===== src/hw/rtl/polygon_winding_number_defines.svh =====
// Assertion macros used by the polygon winding number RTL.
`ifndef POLYGON_WINDING_NUMBER_DEFINES_SVH
`define POLYGON_WINDING_NUMBER_DEFINES_SVH

// A condition that must hold at every clock edge outside reset.
`define PWN_ASSERT(lbl, cond) \
  lbl: assert property (@(posedge clk_i) disable iff (!rst_ni) (cond)) \
    else $error("polygon_winding_number: assertion failed");

// An implication checked at every clock edge outside reset.
`define PWN_ASSERT_IMP(lbl, pre, post) \
  lbl: assert property (@(posedge clk_i) disable iff (!rst_ni) (pre) |-> (post)) \
    else $error("polygon_winding_number: implication failed");

`endif


===== src/hw/rtl/pwn_pkg.sv =====
// Types, command codes and helpers for the polygon winding number block.
`timescale 1ns / 1ps

package pwn_pkg;

  typedef enum logic [1:0] {
    CMD_CLEAR  = 2'd0,
    CMD_APPEND = 2'd1,
    CMD_QUERY  = 2'd2
  } pwn_cmd_e;

  localparam int WC_W   = 8;
  localparam int WC_MAX = 127;
  localparam int WC_MIN = -128;

  // Control bits that travel with a query item along the cell chain.
  // up and down qualify the edge whose products travel with the item.
  typedef struct packed {
    logic valid;
    logic up;
    logic down;
  } pwn_tok_t;

  // Per-cell view of the vertex count.
  typedef struct packed {
    logic en;    // this cell holds a vertex of the polygon
    logic wrap;  // last vertex and the cells beyond it: the edge closes to vertex 0
  } pwn_seg_t;

  // Winding step of one edge from the crossing class and the cross-product sign.
  function automatic logic signed [1:0] edge_inc(input logic up, input logic down,
                                                 input logic neg, input logic nz);
    logic signed [1:0] r;
    r = 2'sd0;
    if (up && neg) begin
      r = 2'sd1;
    end else if (down && nz && !neg) begin
      r = $signed(2'b11);
    end
    return r;
  endfunction

endpackage


===== src/hw/rtl/pwn_cell.sv =====
// One vertex cell: stores a vertex, forms the cross products of its edge and
// resolves the products of the edge handed over by the previous cell.
`timescale 1ns / 1ps

module pwn_cell import pwn_pkg::*; #(
  parameter int CW   = 20,
  parameter int ACCW = 8
) (
  input  logic                   clk_i,
  input  logic                   rst_ni,
  input  logic                   wr_en_i,
  input  logic signed [CW-1:0]   wr_x_i,
  input  logic signed [CW-1:0]   wr_y_i,
  input  pwn_seg_t               seg_i,
  output logic signed [CW-1:0]   vtx_x_o,
  output logic signed [CW-1:0]   vtx_y_o,
  input  logic signed [CW-1:0]   nxt_x_i,
  input  logic signed [CW-1:0]   nxt_y_i,
  input  logic signed [CW-1:0]   first_x_i,
  input  logic signed [CW-1:0]   first_y_i,
  input  pwn_tok_t               ctl_i,
  input  logic signed [CW-1:0]   px_i,
  input  logic signed [CW-1:0]   py_i,
  input  logic signed [2*CW+1:0] p1_i,
  input  logic signed [2*CW+1:0] p2_i,
  input  logic signed [ACCW-1:0] acc_i,
  output pwn_tok_t               ctl_o,
  output logic signed [CW-1:0]   px_o,
  output logic signed [CW-1:0]   py_o,
  output logic signed [2*CW+1:0] p1_o,
  output logic signed [2*CW+1:0] p2_o,
  output logic signed [ACCW-1:0] acc_o
);

  localparam int DW = CW + 1;
  localparam int PW = 2 * DW;
  localparam int SW = PW + 1;

  logic signed [CW-1:0]   vx_q, vy_q;
  logic signed [CW-1:0]   bx, by;
  logic signed [DW-1:0]   dpx, dpy, dbx, dby;
  logic signed [SW-1:0]   diff;
  logic signed [PW-1:0]   p1_d, p2_d, p1_q, p2_q;
  logic signed [ACCW-1:0] acc_d, acc_q;
  logic signed [CW-1:0]   px_q, py_q;
  pwn_tok_t               ctl_d, ctl_q;

  always_ff @(posedge clk_i) begin
    if (wr_en_i) begin
      vx_q <= wr_x_i;
      vy_q <= wr_y_i;
    end
  end

  assign vtx_x_o = vx_q;
  assign vtx_y_o = vy_q;

  always_comb begin
    bx  = seg_i.wrap ? first_x_i : nxt_x_i;
    by  = seg_i.wrap ? first_y_i : nxt_y_i;
    dpx = DW'(px_i) - DW'(vx_q);
    dpy = DW'(py_i) - DW'(vy_q);
    dbx = DW'(bx) - DW'(vx_q);
    dby = DW'(by) - DW'(vy_q);
    p1_d = PW'(dpx) * PW'(dby);
    p2_d = PW'(dpy) * PW'(dbx);

    ctl_d.valid = ctl_i.valid;
    ctl_d.up    = seg_i.en && (vy_q <= py_i) && (by > py_i);
    ctl_d.down  = seg_i.en && (vy_q > py_i) && (by <= py_i);

    // Finish the edge of the previous cell while this edge is multiplied.
    diff  = SW'(p1_i) - SW'(p2_i);
    acc_d = acc_i + ACCW'(edge_inc(ctl_i.up, ctl_i.down, diff[SW-1], |diff));
  end

  always_ff @(posedge clk_i or negedge rst_ni) begin
    if (!rst_ni) begin
      ctl_q <= '0;
    end else begin
      ctl_q <= ctl_d;
    end
  end

  always_ff @(posedge clk_i) begin
    px_q  <= px_i;
    py_q  <= py_i;
    p1_q  <= p1_d;
    p2_q  <= p2_d;
    acc_q <= acc_d;
  end

  assign ctl_o = ctl_q;
  assign px_o  = px_q;
  assign py_o  = py_q;
  assign p1_o  = p1_q;
  assign p2_o  = p2_q;
  assign acc_o = acc_q;

endmodule


===== config.mk =====
export PLATFORM = sky130hd
export DESIGN_NAME = pwn_cell
export DESIGN_NICKNAME = d
export VERILOG_FILES = /design/src/hw/rtl/polygon_winding_number_defines.svh /design/src/hw/rtl/pwn_pkg.sv /design/src/hw/rtl/pwn_cell.sv
export SDC_FILE = /design/constraint.sdc
export NUM_CORES = 2
export LEC_CHECK = 0
export ABC_AREA = 1
export BUFFER_PORTS_ARGS = -buffer_cell sky130_fd_sc_hd__buf_2
export CORE_AREA = 2 2 323 325
export CTS_CLUSTER_SIZE = 12
export DETAILED_ROUTE_END_ITERATION = 12
export DIE_AREA = 0 0 325 327
export GPL_ROUTABILITY_DRIVEN = 0
export PLACE_DENSITY = 0.68
export REMOVE_ABC_BUFFERS = 1
export SLEW_MARGIN = 40
export SYNTH_ARGS = -nofsm -noshare
export SYNTH_HDL_FRONTEND = slang
export SYNTH_SLANG_ARGS = --single-unit

===== constraint.sdc =====
create_clock -name clk_i -period 17.2 [get_ports clk_i]
set_input_delay 2.58 -clock clk_i [delete_from_list [all_inputs] [get_ports clk_i]]
set_output_delay 2.58 -clock clk_i [all_outputs]
set_load 0.05 [all_outputs]

======== Word level (Yosys, flattened, before mapping) ========
Cells that the tools add are included.
word-level totals
  latch bits .............................. 0
  memories ................................ 0
  input port bits ......................... 260
  flip-flop bits (word level) ............. 175
  ROM bits ................................ 0
  word-level logic and storage cells ...... 35
  output and inout bits ................... 175
  memory bits (writable) .................. 0
cells by class
  reductions and logical operators ........ 9
  mux-type cells .......................... 4
  divide/modulo/power cells ............... 0
  shift operators ......................... 0
  bitwise operators ....................... 0
  add/sub/neg operators ................... 6
  $lt $le $gt $ge ......................... 4
  equal/unequal tests ..................... 0
  multiply operators ...................... 2
operators with widths
  cell                             count
  multiplier 21 x 21 -> 42 bit     2
  subtractor 20 x 20 -> 21 bit     4
  OR reduction 43 bit              1
  subtractor 42 x 42 -> 43 bit     1
  > comparator 20 bit              2
  less-or-equal comparator 20 bit  2
  two-way mux 20 bit               2
  adder 8 x 2 -> 8 bit             1
  logical AND 1 bit                7
  two-way mux 2 bit                2
  logical NOT 1 bit                1

======== Longest topological paths before layout ========
  depth in word-level cells ............... 7
  mapped depth ............................ 44
  depth with buffers taken out ............ 43

======== Worst setup path before layout ========
Ideal clock, no wire load.
  path kind ............................... input -> register
  from .................................... input port seg_i[0] (netlist name)
  to ...................................... register p1_q[39] (netlist: p1_o[39])
  path slack .............................. 6.796 ns
  data arrival time ....................... 10.332 ns
  path buffers ............................ 2
  library setup time ...................... 0.072 ns
  stages .................................. 32
  data required time ...................... 17.128 ns
  path through ............................ buf_1 > mux2_2 > ha_1 > a21oi_1 > nand2_1 > nand2_1 > nand2_2 > a21oi_2 > o21ai_4 > xor2_1 > clkbuf_1 > nand2_1 > fa_1 > inv_1 > fa_1 > fa_1 > fa_1 > fa_1 > inv_1 > fa_1 > fa_1 > inv_1 > ha_1 > nand2_1 > nor2_1 > inv_1 > nor4_1 > o21ai_0 > nand3_1 > nand2_1 > nand2_1 > xor2_1
on the way
  longest elaborated chain between the ends .. 3
ends and longest elaborated chain
  item                          line            source
  from (decl)                   pwn_cell.sv:14  input pwn_seg_t seg_i,
  two-way mux 20 bit            pwn_cell.sv:60  by = seg_i.wrap ? first_y_i : nxt_y_i;
  subtractor 20 x 20 -> 21 bit  pwn_cell.sv:64  dby = DW'(by) - DW'(vy_q);
  multiplier 21 x 21 -> 42 bit  pwn_cell.sv:65  p1_d = PW'(dpx) * PW'(dby);
  net p1_d[39]                  pwn_cell.sv:43  logic signed [PW-1:0] p1_d, p2_d, p1_q, p2_q;
  to (signal assigned)          pwn_cell.sv:88  p1_q <= p1_d;
  to (decl)                     pwn_cell.sv:43
The timed path passes the listed nets, and every way through them passes these cells.
A chain may end at the register's enable or synchronous reset.

======== Worst setup path in the final report ========
Ends and elaborated chain as after synthesis.

==> results.py <==
metrics = {
    "clock_network": {
        "numCtsBuffers": 17,
        "cts-resized-gates": 0,
        "holdBufCountCts": 0,
        "cts_tree": "done",
        "cts_max_level": 4,
        "clock-sinks": 175,
        "cts.reportedPaths.clkPinSlew_ns": 0.09,
        "cts_buffer_depth": 2,
        "postCtsSetupBuffers": 0,
        "clk_latency_ns": 0.53,
        "cts_root_buf": "clkbuf_16",
    },
    "routing": {
        "firstDrtPassIters": 8,
        "drcViolationCount": 0,
        "avgRoutedWirePerCell_um": 19.48,
        "ant_nets": 0,
        "drt-initial-drc-count": 3028,
        "avgViaCountPerCell": 5.157,
        "vias": 38890,
        "wl_mm": 146.9,
    },
    "run": {
        "cap_violations": 0,
    },
    "timing": {
        "finalCritPeriodShare_pct": 71.90,
        "grt_setup_unrepaired": "false",
        "period_needed_ns": 12.37,
        "finalSetupViolCount": 0,
        "fin_worst_skew_ns": 0.01680,
        "finalMaxSlewViolations": 0,
        "maxSlewHeadroom_pct": 37.14,
        "max_freq_mhz": 80.86,
        "worst-slew-pin-transition_ns": 0.9406,
        "setup_tns_ns": 0,
        "hold_viol_final": 0,
    },
    "die": {
        "start_util_pct": 44.52,
        "top_level_ports": 435,
        "die_h_um": 327,
        "die_w_um": 325,
        "rows": 118,
        "core_area_sq_um": 102900,
        "die_area_sq_um": 106300,
    },
    "yosys": {
        "ys_ff_latch": 175,
        "synth_cell_types": 70,
        "synth_top_flop_cell": "dfxtp_1",
        "synth-edff-count": 40,
        "avgSynthCellArea_sq_um": 7.959,
        "synth-seq-area-share_pct": 8.553,
        "yosys_warnings": 0,
        "syn_area_sq_um": 45820,
        "postSynth.asyncResetShare_pct": 1.714,
        "syn_inst": 5757,
    },
    "global_route": {
        "grt_pass1_wl_mm": 228.1,
        "grt_usage_pct": 28.23,
        "antenna_found_initial": 8,
        "grt_pass1_vias": 40810,
        "globalRouteOverflowTotal": 0,
        "grt_max_degree": 41,
    },
    "placement": {
        "place_hpwl_mm": 124.6,
        "portBuffers": 434,
        "placed_cell_area_sq_um": 49620,
    },
    "critical_path": {
        "timing_worst_setup_path_type": "in -> reg",
        "timing.critical_path.mode_cell": "fa_1",
        "slowest_delay_ns": 0.88,
        "crit_fanout": 40,
        "startpoint_type": "input port",
        "cp_data_required_time_ns": 17.67,
        "endpoint_kind": "flip-flop",
        "cpMaxStageDelayCell": "fa_1",
        "cp.arrival_ns": 12.84,
    },
    "layout": {
        "nets": 7703,
        "layout_commonest_cell": "inv_1",
        "n_fill_cell": 10050,
        "design_area_sq_um": 50210,
        "syn_to_final_growth_pct": 9.590,
        "drive_gt1_share_pct": 10.57,
        "final_cell_mix": "inv_1, nand2_1, fa_1",
    },
    "worst_hold_path": {
        "hold_path_class": "reg -> reg",
    },
    "status": {
        "status": "finished, final reports clean",
    },
}
## path summary, 6_finish.rpt
path,cells past startpoint,endpoint,from,slack (ns)
min reg2reg,2,p2_o[0],vtx_x_o[0],1.12
max,32,p1_o[39],seg_i[0],4.83
min,2,p2_o[0],vtx_x_o[0],1.12
min in group asynchronous,1,ctl_o[0],rst_ni,1.82
max reg2reg,33,p1_o[39],vtx_x_o[16],7.62
max in group asynchronous,1,ctl_o[1],rst_ni,15.28
## sequential cells by signal, summed over array words and instances (netlist names)
signal   count
vtx_x_o     20
py_o        20
p1_o        42
acc_o        8
px_o        20
ctl_o        3
p2_o        42
vtx_y_o     20
## metal layers
layer	GRT usage (%)	vias to the layer above	wire length, um
met5	0	-	59
met3	8.756	374	16500
met2	44.90	1905	65760
met4	12.71	8	7145
met1	35.36	18950	57410
li1	-	17650	-
## synth_stat cells, types with 40 or more instances
master | instances | area (sq um)
nand2_1 | 1302 | 4887
a21oi_1 | 195 | 975.9
o21ai_0 | 74 | 370.4
dfxtp_1 | 132 | 2643
fa_1 | 923 | 18480
inv_1 | 1524 | 5720
xor2_1 | 103 | 902.1
nand3_1 | 108 | 540.5
nand4_1 | 40 | 250.2
nor2_1 | 484 | 1817
edfxtp_1 | 40 | 1201
xnor2_1 | 50 | 437.9
ha_1 | 374 | 4679
clkbuf_1 | 67 | 251.5
## cell families (layout without fill, tap and decap cells)
group                      after synthesis  in the layout  share of synthesized area (%)
DFF                                    175            175                          8.553
AOI/OAI and AO/OA                      398            398                          5.257
other                                    0              2                              0
adders and majority gates             1297           1297                          50.54
xor gates and xnor gates               161            161                          3.258
buffers and inverters                 1671           2073                          13.93
muxes                                   40             40                         0.9776
and+or+nand+nor                       2015           2015                          17.48
## worst max-delay path, delay by kind of cell
| family | cells | cell delay [ns] |
|---|---|---|
| adders and majority gates | 10 | 5.23 |
| buffers and inverters | 10 | 1.79 |
| muxes | 1 | 0.65 |
| and+or+nand+nor | 7 | 1.70 |
| AOI/OAI and AO/OA | 2 | 0.47 |
| xor gates and xnor gates | 2 | 0.34 |
## final cells by class
cell class | count | area [sq um] | share of cell area (%)
repair buffers | 482 | 2532 | 5.043
flip-flops and latches | 175 | 3919 | 7.804
multi-input cells | 3911 | 35580 | 70.85
inverters | 1559 | 5859 | 11.67
well taps | 1380 | 1727 | 3.439
clock buffers | 17 | 425.4 | 0.8472
diodes | 2 | 5.005 | 0.009967
clock inverters | 15 | 167.7 | 0.3339
## metrics by stage
stage	utilization, %	hold WS (ns)	cells	setup slack, ns
2_1_floorplan	-	1.008	5645	6.822
3_3_place_gp	48.18	1.077	7507	4.824
3_5_place_dp	48.21	1.084	7507	4.655
4_1_cts	48.79	1.115	7539	5.209
5_1_grt	48.79	1.124	7540	4.600
6_report	48.80	1.119	7541	4.833
Power is not shown: default switching activity piles up to over one toggle a cycle in this logic, so the estimate is an artifact.
